$ cat config.mk
export PLATFORM = sky130hd
export DESIGN_NAME = url_percent_decoder
export DESIGN_NICKNAME = d
export VERILOG_FILES = /design/src/rtl/upd_pkg.sv /design/src/rtl/upd_front.sv /design/src/rtl/upd_queue.sv /design/src/rtl/upd_back.sv /design/src/rtl/url_percent_decoder.sv
export VERILOG_INCLUDE_DIRS = /design/src /design/src/rtl
export SDC_FILE = /design/constraint.sdc
export NUM_CORES = 1
export LEC_CHECK = 0
export BUFFER_PORTS_ARGS = -buffer_cell sky130_fd_sc_hd__buf_2
export CAP_MARGIN = 30
export CORE_MARGIN = 1.5
export CORE_UTILIZATION = 25
export CTS_BUF_LIST = sky130_fd_sc_hd__clkbuf_2 sky130_fd_sc_hd__clkbuf_4 sky130_fd_sc_hd__clkbuf_8
export DETAILED_ROUTE_END_ITERATION = 6
export PLACE_DENSITY = 0.45
export SETUP_SLACK_MARGIN = 0.05
export SYNTH_ARGS = -nofsm -noshare
export SYNTH_HDL_FRONTEND = slang
export SYNTH_SLANG_ARGS = --single-unit
$ cat constraint.sdc
create_clock -name i_clk -period 4.35 [get_ports i_clk]
set_input_delay 0.2175 -clock i_clk [delete_from_list [all_inputs] [get_ports i_clk]]
set_output_delay 0.2175 -clock i_clk [all_outputs]
set_load 0.01 [all_outputs]
$ cat src/rtl/url_percent_decoder_defines.svh
// Assertion macros for the checks in the decoder top level.
`ifndef URL_PERCENT_DECODER_DEFINES_SVH
`define URL_PERCENT_DECODER_DEFINES_SVH

// The consequent must hold in the same cycle as the antecedent.
`define UPD_ASSERT_SAME(lbl, ante, cons, msg) \
    lbl: assert property (@(posedge i_clk) disable iff (!i_rst_n) \
        (ante) |-> (cons)) else $error(msg);

// The consequent must hold in the cycle after the antecedent.
`define UPD_ASSERT_NEXT(lbl, ante, cons, msg) \
    lbl: assert property (@(posedge i_clk) disable iff (!i_rst_n) \
        (ante) |=> (cons)) else $error(msg);

`endif

$ cat src/rtl/upd_pkg.sv
package upd_pkg;

    localparam int UPD_QDEPTH = 2;

    localparam logic [7:0] CH_PLUS    = 8'h2b;
    localparam logic [7:0] CH_PERCENT = 8'h25;
    localparam logic [7:0] CH_SPACE   = 8'h20;
    localparam logic [7:0] CASE_MASK  = 8'hdf;

    typedef enum logic [1:0] {
        PH_IDLE  = 2'd0,
        PH_PCT   = 2'd1,
        PH_DIGIT = 2'd2
    } t_phase;

    typedef struct packed {
        logic [7:0] in_byte;
        logic       in_last;
    } t_in_item;

    typedef struct packed {
        logic [7:0] out_byte;
        logic       out_run_end;
        logic       out_stream_end;
    } t_out_item;

    typedef struct packed {
        logic [2:0][7:0] bytes;
        logic [1:0]      count;
        logic            last;
    } t_run;

    typedef struct packed {
        logic push;
        t_run run;
    } t_push;

    typedef struct packed {
        logic empty;
        logic full;
    } t_q_status;

endpackage

$ cat src/rtl/upd_front.sv
module upd_front
    import upd_pkg::*;
(
    input  logic      i_clk,
    input  logic      i_rst_n,
    input  logic      i_in_valid,
    input  t_in_item  i_in_data,
    input  t_q_status i_q_status,
    output t_push     o_push
);

    t_phase     r_phase, n_phase, w_mid_phase;
    logic [7:0] r_held, n_held, w_mid_held;
    logic       w_accept;
    logic [7:0] w_b;
    logic       w_hex, w_plus, w_pct;
    t_run       w_run;

    function automatic logic [3:0] hex_val(input logic [7:0] c);
        logic [7:0] v;
        if (c >= 8'h41) begin
            v = (c & CASE_MASK) - 8'h41 + 8'd10;
        end else begin
            v = c - 8'h30;
        end
        return v[3:0];
    endfunction

    assign w_accept = i_in_valid && !i_q_status.full;
    assign w_b      = i_in_data.in_byte;
    assign w_plus   = (w_b == CH_PLUS);
    assign w_pct    = (w_b == CH_PERCENT);
    assign w_hex    = ((w_b >= 8'h30) && (w_b <= 8'h39)) ||
                      ((w_b >= 8'h41) && (w_b <= 8'h46)) ||
                      ((w_b >= 8'h61) && (w_b <= 8'h66));

    always_comb begin
        w_mid_held  = r_held;
        w_mid_phase = w_pct ? PH_PCT : PH_IDLE;
        unique case (r_phase)
            PH_PCT: begin
                if (w_hex) begin
                    w_mid_phase = PH_DIGIT;
                    w_mid_held  = w_b;
                end
            end
            PH_DIGIT: begin
                if (w_hex) begin
                    w_mid_phase = PH_IDLE;
                end
            end
            default: begin
            end
        endcase
    end

    always_comb begin
        if (i_in_data.in_last) begin
            n_phase = PH_IDLE;
            n_held  = 8'd0;
        end else begin
            n_phase = w_mid_phase;
            n_held  = w_mid_held;
        end
    end

    always_comb begin
        logic [1:0] cnt;
        logic       do_plain;
        cnt      = 2'd0;
        do_plain = 1'b1;
        w_run    = '0;
        unique case (r_phase)
            PH_PCT: begin
                if (w_hex) begin
                    do_plain = 1'b0;
                end else begin
                    w_run.bytes[cnt] = CH_PERCENT;
                    cnt = cnt + 2'd1;
                end
            end
            PH_DIGIT: begin
                if (w_hex) begin
                    do_plain = 1'b0;
                    w_run.bytes[cnt] = {hex_val(r_held), hex_val(w_b)};
                    cnt = cnt + 2'd1;
                end else begin
                    w_run.bytes[cnt] = CH_PERCENT;
                    cnt = cnt + 2'd1;
                    w_run.bytes[cnt] = r_held;
                    cnt = cnt + 2'd1;
                end
            end
            default: begin
            end
        endcase
        if (do_plain && !w_pct) begin
            w_run.bytes[cnt] = w_plus ? CH_SPACE : w_b;
            cnt = cnt + 2'd1;
        end
        if (i_in_data.in_last) begin
            if (w_mid_phase == PH_PCT) begin
                w_run.bytes[cnt] = CH_PERCENT;
                cnt = cnt + 2'd1;
            end else if (w_mid_phase == PH_DIGIT) begin
                w_run.bytes[cnt] = CH_PERCENT;
                cnt = cnt + 2'd1;
                w_run.bytes[cnt] = w_mid_held;
                cnt = cnt + 2'd1;
            end
        end
        w_run.count = cnt;
        w_run.last  = i_in_data.in_last;
    end

    always_ff @(posedge i_clk) begin
        if (!i_rst_n) begin
            r_phase <= PH_IDLE;
            r_held  <= 8'd0;
        end else if (w_accept) begin
            r_phase <= n_phase;
            r_held  <= n_held;
        end
    end

    assign o_push.push = w_accept && (w_run.count != 2'd0);
    assign o_push.run  = w_run;

endmodule

$ cat src/rtl/upd_queue.sv
module upd_queue
    import upd_pkg::*;
#(
    parameter int QDEPTH = UPD_QDEPTH
) (
    input  logic      i_clk,
    input  logic      i_rst_n,
    input  t_push     i_push,
    input  logic      i_pop,
    output t_run      o_head,
    output t_q_status o_status
);

    localparam int PW = (QDEPTH > 1) ? $clog2(QDEPTH) : 1;
    localparam int CW = $clog2(QDEPTH + 1);
    localparam logic [PW-1:0] LAST_PTR = PW'(QDEPTH - 1);
    localparam logic [CW-1:0] FULL_CNT = CW'(QDEPTH);

    t_run          r_mem [QDEPTH];
    logic [PW-1:0] r_wr, r_rd;
    logic [CW-1:0] r_cnt, n_cnt;

    function automatic logic [PW-1:0] ptr_next(input logic [PW-1:0] p);
        return (p == LAST_PTR) ? '0 : p + PW'(1);
    endfunction

    always_comb begin
        n_cnt = r_cnt;
        if (i_push.push && !i_pop) begin
            n_cnt = r_cnt + CW'(1);
        end else if (!i_push.push && i_pop) begin
            n_cnt = r_cnt - CW'(1);
        end
    end

    always_ff @(posedge i_clk) begin
        if (!i_rst_n) begin
            r_wr  <= '0;
            r_rd  <= '0;
            r_cnt <= '0;
        end else begin
            if (i_push.push) begin
                r_wr <= ptr_next(r_wr);
            end
            if (i_pop) begin
                r_rd <= ptr_next(r_rd);
            end
            r_cnt <= n_cnt;
        end
    end

    always_ff @(posedge i_clk) begin
        if (i_push.push) begin
            r_mem[r_wr] <= i_push.run;
        end
    end

    assign o_head         = r_mem[r_rd];
    assign o_status.empty = (r_cnt == '0);
    assign o_status.full  = (r_cnt == FULL_CNT);

endmodule

$ cat src/rtl/upd_back.sv
module upd_back
    import upd_pkg::*;
(
    input  logic      i_clk,
    input  logic      i_rst_n,
    input  t_run      i_head,
    input  t_q_status i_q_status,
    input  logic      i_out_stall,
    output logic      o_pop,
    output logic      o_out_valid,
    output t_out_item o_out_data
);

    logic [1:0] r_idx, n_idx;
    logic       w_take, w_run_end;
    logic [7:0] w_byte;

    always_comb begin
        unique case (r_idx)
            2'd0:    w_byte = i_head.bytes[0];
            2'd1:    w_byte = i_head.bytes[1];
            default: w_byte = i_head.bytes[2];
        endcase
    end

    assign o_out_valid = !i_q_status.empty;
    assign w_take      = o_out_valid && !i_out_stall;
    assign w_run_end   = (r_idx == (i_head.count - 2'd1));
    assign o_pop       = w_take && w_run_end;

    always_comb begin
        n_idx = r_idx;
        if (w_take) begin
            n_idx = w_run_end ? 2'd0 : r_idx + 2'd1;
        end
    end

    always_ff @(posedge i_clk) begin
        if (!i_rst_n) begin
            r_idx <= 2'd0;
        end else begin
            r_idx <= n_idx;
        end
    end

    assign o_out_data.out_byte       = w_byte;
    assign o_out_data.out_run_end    = w_run_end;
    assign o_out_data.out_stream_end = w_run_end && i_head.last;

endmodule

$ cat src/rtl/url_percent_decoder.sv
// Channel  | Direction | Handshake                 | Payload
// input    | in        | i_in_valid / o_in_stall   | i_in_data  (t_in_item)
// output   | out       | o_out_valid / i_out_stall | o_out_data (t_out_item)
//
// One input transaction is taken per cycle while the run queue has room.
// Each input yields zero to three bytes; the output sequencer sends one byte
// per cycle while i_out_stall is low.
// A queue of QDEPTH runs lies between the classifier and the sequencer.
// Reset clears the escape phase, the queue pointers and the byte index.
// o_in_stall is high only while the run queue is full.
`include "url_percent_decoder_defines.svh"

module url_percent_decoder
    import upd_pkg::*;
#(
    parameter int QDEPTH = UPD_QDEPTH
) (
    input  logic      i_clk,
    input  logic      i_rst_n,
    input  logic      i_in_valid,
    input  t_in_item  i_in_data,
    output logic      o_in_stall,
    output logic      o_out_valid,
    output t_out_item o_out_data,
    input  logic      i_out_stall
);

    t_push     w_push;
    t_run      w_head;
    t_q_status w_status;
    logic      w_pop;

    upd_front u_front (
        .i_clk      (i_clk),
        .i_rst_n    (i_rst_n),
        .i_in_valid (i_in_valid),
        .i_in_data  (i_in_data),
        .i_q_status (w_status),
        .o_push     (w_push)
    );

    upd_queue #(
        .QDEPTH (QDEPTH)
    ) u_queue (
        .i_clk    (i_clk),
        .i_rst_n  (i_rst_n),
        .i_push   (w_push),
        .i_pop    (w_pop),
        .o_head   (w_head),
        .o_status (w_status)
    );

    upd_back u_back (
        .i_clk       (i_clk),
        .i_rst_n     (i_rst_n),
        .i_head      (w_head),
        .i_q_status  (w_status),
        .i_out_stall (i_out_stall),
        .o_pop       (w_pop),
        .o_out_valid (o_out_valid),
        .o_out_data  (o_out_data)
    );

    assign o_in_stall = w_status.full;

    `UPD_ASSERT_SAME(a_last_yields, i_in_valid && !o_in_stall && i_in_data.in_last, w_push.push, "final input produced no byte")
    `UPD_ASSERT_SAME(a_stream_end_in_run, o_out_valid && o_out_data.out_stream_end, o_out_data.out_run_end, "stream end outside a run end")
    `UPD_ASSERT_NEXT(a_run_continues, o_out_valid && !i_out_stall && !o_out_data.out_run_end, o_out_valid, "run broken off mid-way")
    `UPD_ASSERT_SAME(a_push_room, w_push.push, !w_status.full, "push into a full queue")

endmodule

==> out/results.ini, run 1 <==
[die]
die-area_um2 = 17000
fp.coreArea_um2 = 15900
pin_count = 25
rows = 46
die-width_um = 130
initial_core_util_pct = 25.5
die_h_um = 130

[finish]
stdcell_count = 631
final_common_cell = edfxtp_1
num_antenna_cells = 0
most-common-layout-cells = edfxtp_1 (54), nand2_1 (31), buf_2 (24)
area_growth_pct = 14.3
nNetsFinal = 441
final_core_util_pct = 29.2
layout-drive-gt1-share_pct = 15.9

[synth]
synth_edf_count = 54
synth-simple-area-share_pct = 16.1
yosys.area.top_type = edfxtp_1
synth_cell_types = 56
netlist_area_um2 = 4050
yosys_warnings = 0
synth-seq-cells = 71
ys.flop_type = edfxtp_1
synthArstFlopShare_pct = 0
synthTopCellsByArea = edfxtp_1 (40%), dfxtp_1 (8.4%), ha_1 (5.3%)
synth_xor_area_share_pct = 2.16
ys_seq_area_share_pct = 48.4
synth_compound_area_share_pct = 20.2
synthesis.nets = 419
synthMuxAreaShare_pct = 3.12
synth_cells = 389
synth.avg_cell_area_um2 = 10.4
synth_top_family_by_area = compound AO/OA/AOI/OAI gates
yosys.area_share.adder_pct = 5.50
synth.top_cell.area_share_pct = 40.0

[setup_path]
crit_fanout = 6
cp_data_required_time_ps = 4610
startpoint = i_in_data[1]
crit_type = in2reg
r2r_start = u_front.r_phase[0]$_SDFFE_PN0P_
end_kind = flop
crit_arrival_ps = 4210
reg2reg_to = u_queue.r_cnt[1]$_SDFFE_PN0P_
r2r_slack_ps = 710
crit_end = u_queue.r_cnt[1]$_SDFFE_PN0P_
critPathLaunchType = input port
reg2regPathDepth = 12

[power_and_ir_drop]
combinationalPowerShare_pct = 24.7
power.switching_mw = 0.560
p_int_mw = 1.29
p_clk_share_pct = 27.2
power.leakage_nw = 1.66
ir_drop_uv = 140
sw_frac_of_total_pct = 30.3
power.density_nw_per_um2 = 399
seqPwrFrac_pct = 48.2

[run]
max_cap_viol_count = 0

[timing]
worst-slew-pin-transition_ps = 869
skew_ps = 8.29
hold_viol = 0
maxSlewViolCount = 0
max_freq_mhz = 254
setup_ws_ps = 406
rsz0062_at_grt = false
min_period_ps = 3940
min_period_over_period_pct = 90.7
slew_headroom_pct = 41.6
tns_ps = 0
setup_violations = 0

[drt]
drc = 0
vias_per_cell = 4.76
routedWlPerCell_um = 16.8
first_pass_iters = 5
vias = 3003
ant_nets = 0
wl_um = 10600
drt-initial-drc-count = 244

[place]
place.port_buffers = 24
gp_routability_congestion = 0.871
dp.cells = 616
hpwl_um = 7660
place_ws_ps = 102

[global_route]
grt_overflow = 0
grt_pass1_wl_um = 16600
grt_use_total_pct = 13.1
grt_pass1_vias = 3005
grt_max_degree = 28
antenna_found_initial = 0

[clock_tree]
clock-sinks = 71
cts_hold_buf = 0
cts_tree = done
worstSkewPairLatency_ps = 340
clk_path_buf_depth = 2
cts.reportedPaths.clkPinSlew_ps = 70
clockRootBuffer = clkbuf_8
ctsResizeCount = 0
postCtsSetupBuffers = 0
cts_buffers = 9
h-tree-depth = 3

[min_path]
hold_path.class = in2reg

[run_status]
outcome = finished, final reports clean

==> layout make-up <==
cell class	count	area (µm²)
Timing Repair Buffer	36	235
Clock inverter	6	62.6
Tap cell	216	270
Inverter	18	68.8
Sequential cell	71	1960
Multi-Input combinational cell	275	1910
Clock buffer	9	124
Fill cell	1694	11300
==> power by group through the flow <==
stage / registers, mW / logic [mW] / clock network [mW]
after floorplan: 0.876 / 0.325 / 0
after global placement: 0.904 / 0.461 / 0
after detailed placement: 0.907 / 0.465 / 0
after CTS: 0.892 / 0.466 / 0.520
after global routing: 0.902 / 0.513 / 0.544
final: 0.890 / 0.455 / 0.502
==> state kept, by name, indices dropped and copies added (netlist names), named ones only <==
name             cells
u_back.r_idx         2
u_front.r_held       8
u_front.r_phase      2
u_queue.r_cnt        2
u_queue.r_mem       54
u_queue.r_rd         1
u_queue.r_wr         1
==> routing by layer <==
| metal | vias to the layer above | routed length (µm) | GRT usage [%] |
|---|---|---|---|
| li1 | 1490 | - | - |
| met1 | 1457 | 4990 | 16.8 |
| met2 | 52 | 5260 | 22.0 |
| met3 | 4 | 309 | 2.62 |
| met4 | 0 | 56 | 4.25 |
| met5 | - | 0 | 0 |
==> worst max-delay path: stages <==
cell,delay [ps]
buf_2,140
inv_1,110
ha_1,220
nor3b_1,160
o41ai_2,480
a21boi_0,210
nand2b_1,210
ha_1,340
a211oi_1,320
nor2_1,110
ha_1,250
o31ai_2,360
a31oi_1,180
ha_1,370
or3_1,340
a21boi_0,180
==> logic make-up after synthesis <==
| kind of cell | after synthesis |
|---|---|
| mux | 11 |
| compound gates | 113 |
| fa+ha+maj | 18 |
| simple gates | 123 |
| xor+xnor | 10 |
| flops | 71 |
| buf+inv | 43 |
==> cell usage after synthesis, types with 3 or more instances <==
| cell type | count |
|---|---|
| a211oi_1 | 12 |
| a21boi_0 | 5 |
| a21oi_1 | 19 |
| a22o_1 | 11 |
| a22oi_1 | 17 |
| a31oi_1 | 13 |
| and2_1 | 8 |
| and3_1 | 12 |
| buf_2 | 7 |
| clkbuf_1 | 16 |
| dfxtp_1 | 17 |
| edfxtp_1 | 54 |
| ha_1 | 17 |
| inv_1 | 16 |
| mux2_2 | 3 |
| mux2i_1 | 7 |
| nand2_1 | 31 |
| nand2b_1 | 5 |
| nand3_1 | 10 |
| nor2_1 | 23 |
| nor2b_1 | 13 |
| nor3_1 | 5 |
| nor3b_1 | 4 |
| o211ai_1 | 4 |
| o21ai_0 | 7 |
| o21bai_1 | 3 |
| o22a_1 | 4 |
| o22ai_1 | 6 |
| xnor2_1 | 8 |
==> how the worst min path moves through the flow <==
stage          cells after the start  slack, ps                    startpoint                       endpoint
2_1_floorplan                      0        320                  i_in_data[0]  u_queue.r_mem[0][0]$_DFFE_PP_
3_3_place_gp                       2        450  u_back.r_idx[1]$_SDFFE_PN0P_   u_back.r_idx[1]$_SDFFE_PN0P_
3_5_place_dp                       2        460  u_back.r_idx[1]$_SDFFE_PN0P_   u_back.r_idx[1]$_SDFFE_PN0P_
4_1_cts                            4        170                   i_out_stall   u_back.r_idx[1]$_SDFFE_PN0P_
5_1_grt                            4        210                   i_out_stall   u_back.r_idx[1]$_SDFFE_PN0P_
6_report                           4        190                   i_out_stall   u_back.r_idx[1]$_SDFFE_PN0P_
==> through the flow <==
stage / hold slack (ps) / instance area (µm²) / total power [mW]
after floorplan: 316 / 4050 / 1.20
after global placement: 454 / 4450 / 1.37
after detailed placement: 455 / 4450 / 1.37
after CTS: 168 / 4630 / 1.88
after global routing: 212 / 4630 / 1.96
final: 192 / 4630 / 1.85
No activity file was read; power rests on OpenSTA's default activity.
==> run 2, diff against run 1 <==
--- a/config.mk
+++ b/config.mk
@@ -8,7 +8,7 @@
 export LEC_CHECK = 0
 export BUFFER_PORTS_ARGS = -buffer_cell sky130_fd_sc_hd__buf_2
 export CAP_MARGIN = 30
-export CORE_MARGIN = 1.5
+export CORE_MARGIN = 2
 export CORE_UTILIZATION = 25
 export CTS_BUF_LIST = sky130_fd_sc_hd__clkbuf_2 sky130_fd_sc_hd__clkbuf_4 sky130_fd_sc_hd__clkbuf_8
 export DETAILED_ROUTE_END_ITERATION = 6
==> out/results.ini, run 2 (synthesis results as in run 1) <==
[power_and_ir_drop]
p_int_mw = 1.29  ; about the same
p_clk_share_pct = 28.0  ; was 27.2%
seqPwrFrac_pct = 47.6  ; was 48.2%
power.leakage_nw = 1.66  ; about the same
power.switching_mw = 0.575  ; was 0.560 mW
ir_drop_uv = 137  ; was 140 µV
power.density_nw_per_um2 = 402  ; was 399 nW/µm²
combinationalPowerShare_pct = 24.4  ; was 24.7%
sw_frac_of_total_pct = 30.8  ; was 30.3%

[place]
place.port_buffers = 24  ; unchanged
dp.cells = 616  ; unchanged
gp_routability_congestion = 0.846  ; was 0.871
hpwl_um = 7740  ; was 7660 µm

[finish]
num-fill-cells = 1688  ; was 1694
nNetsFinal = 441  ; unchanged
final_core_util_pct = 29.2  ; about the same
top_register = u_queue.r_mem  ; unchanged
stdcell_count = 632  ; was 631
final_common_cell = edfxtp_1  ; unchanged
layout-drive-gt1-share_pct = 15.9  ; about the same
most-common-layout-cells = edfxtp_1 (54), nand2_1 (31), buf_2 (24)  ; unchanged
area_growth_pct = 14.5  ; was 14.3%
top_regs = u_queue.r_mem (54), u_front.r_held (8)  ; unchanged
largest_reg_flops = 54  ; unchanged
num_antenna_cells = 0  ; unchanged

[global_route]
grt_busiest_layer = met2  ; unchanged
grt_use_total_pct = 12.6  ; was 13.1%
antenna_found_initial = 0  ; unchanged
grt_overflow = 0  ; unchanged
grt_max_degree = 28  ; unchanged
grt_pass1_wl_um = 17200  ; was 16600 µm
grt_use_met2_pct = 21.3  ; was 22.0%
grt_use_met3_pct = 1.89  ; was 2.62%
use_met1_pct = 16.2  ; was 16.8%
grt_pass1_vias = 3117  ; was 3005

[timing]
min_period_over_period_pct = 87.9  ; was 90.7%
max_freq_mhz = 262  ; was 254 MHz
maxSlewViolCount = 0  ; unchanged
hold_viol = 0  ; unchanged
rsz0062_at_grt = false  ; unchanged
tns_ps = 0  ; unchanged
worst-slew-pin-transition_ps = 872  ; was 869 ps
min_period_ps = 3820  ; was 3940 ps
slew_headroom_pct = 41.4  ; was 41.6%
worst_hold_slack_ps = 183  ; was 192 ps
skew_ps = 10.3  ; was 8.29 ps
setup_violations = 0  ; unchanged

[die]
fp.coreArea_um2 = 15900  ; unchanged
initial_core_util_pct = 25.5  ; unchanged
die-area_um2 = 17200  ; was 17000 µm²
die-width_um = 131  ; was 130 µm
rows = 46  ; unchanged
die_h_um = 131  ; was 130 µm
pin_count = 25  ; unchanged

[min_path]
hold_path.class = in2reg  ; unchanged
min_path_cells = 4  ; unchanged

[run_status]
outcome = finished, final reports clean  ; unchanged

[drt]
vias = 3052  ; was 3003
wl_um = 10600  ; about the same
drc = 0  ; unchanged
vias_per_cell = 4.83  ; was 4.76
drt-initial-drc-count = 240  ; was 244
ant_nets = 0  ; unchanged
first_pass_iters = 4  ; was 5
routedWlPerCell_um = 16.7  ; was 16.8 µm

[setup_path]
crit_fanout = 6  ; unchanged
end_kind = flop  ; unchanged
crit_arrival_ps = 4100  ; was 4210 ps
cp_data_required_time_ps = 4630  ; was 4610 ps
crit_type = in2reg  ; unchanged
critPathLaunchType = input port  ; unchanged
reg2regPathDepth = 13  ; was 12

[clock_tree]
h-tree-depth = 3  ; unchanged
cts_buffers = 9  ; unchanged
clock-sinks = 71  ; unchanged
worstSkewPairLatency_ps = 350  ; was 340 ps
ctsResizeCount = 0  ; unchanged
postCtsSetupBuffers = 0  ; unchanged
cts_tree = done  ; unchanged
cts.reportedPaths.clkPinSlew_ps = 80  ; was 70 ps
clk_path_buf_depth = 2  ; unchanged
cts_hold_buf = 0  ; unchanged
clockRootBuffer = clkbuf_8  ; unchanged

[run]
max_cap_viol_count = 0  ; unchanged

-- run 2: changes by cell type in the layout (fill, tap and decap cells not counted) --
cell / delta
clkinv_1: +1
clkinv_2: -1
clkinvlp_4: -1
inv_6: +2
-- run 2: metrics by stage --
stage	power [mW]	instance area, µm²	setup WS, ps
2_1_floorplan	1.20	4050	125
3_3_place_gp	1.36	4440	273
3_5_place_dp	1.37	4450	130
4_1_cts	1.90	4640	489
5_1_grt	1.98	4640	167
6_report	1.87	4640	526
-- run 2: final cells by class --
class / instances / area (µm²) / area share (%)
Clock inverter: 7 / 71.3 / 1.54
Tap cell: 216 / 270 / 5.82
Clock buffer: 9 / 124 / 2.67
Timing Repair Buffer: 36 / 235 / 5.07
Multi-Input combinational cell: 275 / 1910 / 41.1
Sequential cell: 71 / 1960 / 42.3
Inverter: 18 / 68.8 / 1.48
-- run 2: per-layer routing --
metal / routed length (µm) / share of wire [%] / vias to the layer above
li1: - / - / 1494
met1: 4910 / 47 / 1483
met2: 5090 / 48 / 61
met3: 366 / 3.5 / 14
met4: 183 / 1.7 / 0
met5: 0 / 0 / -
-- run 2: power by group through the flow --
| stage | Combinational [mW] | Sequential (mW) | Clock, mW |
|---|---|---|---|
| 6_report | 0.456 | 0.889 | 0.523 |
| 5_1_grt | 0.508 | 0.901 | 0.572 |
| 3_3_place_gp | 0.459 | 0.904 | 0 |
| 2_1_floorplan | 0.325 | 0.876 | 0 |
| 4_1_cts | 0.468 | 0.891 | 0.542 |
| 3_5_place_dp | 0.466 | 0.906 | 0 |
-- run 2: critical path: stages --
cell      delay (ps)
buf_2            140
inv_1            100
ha_1             210
nor3b_1          160
o41ai_2          450
and2_1           210
nand2_1          100
nand2b_1         140
ha_1             270
a211oi_1         320
nor2_1           110
ha_1             240
o31ai_2          370
a31oi_1          170
ha_1             360
or3_1            340
a21boi_0         180
-- run 2: path summary, 6_finish.rpt --
| path | from | to | slack [ps] |
|---|---|---|---|
| max | i_in_data[1] | u_queue.r_cnt[1]$_SDFFE_PN0P_ | 530 |
| min | i_out_stall | u_back.r_idx[1]$_SDFFE_PN0P_ | 180 |
| max reg2reg | u_front.r_phase[1]$_SDFFE_PN0P_ | u_queue.r_cnt[1]$_SDFFE_PN0P_ | 790 |
| min reg2reg | u_back.r_idx[1]$_SDFFE_PN0P_ | u_back.r_idx[1]$_SDFFE_PN0P_ | 460 |
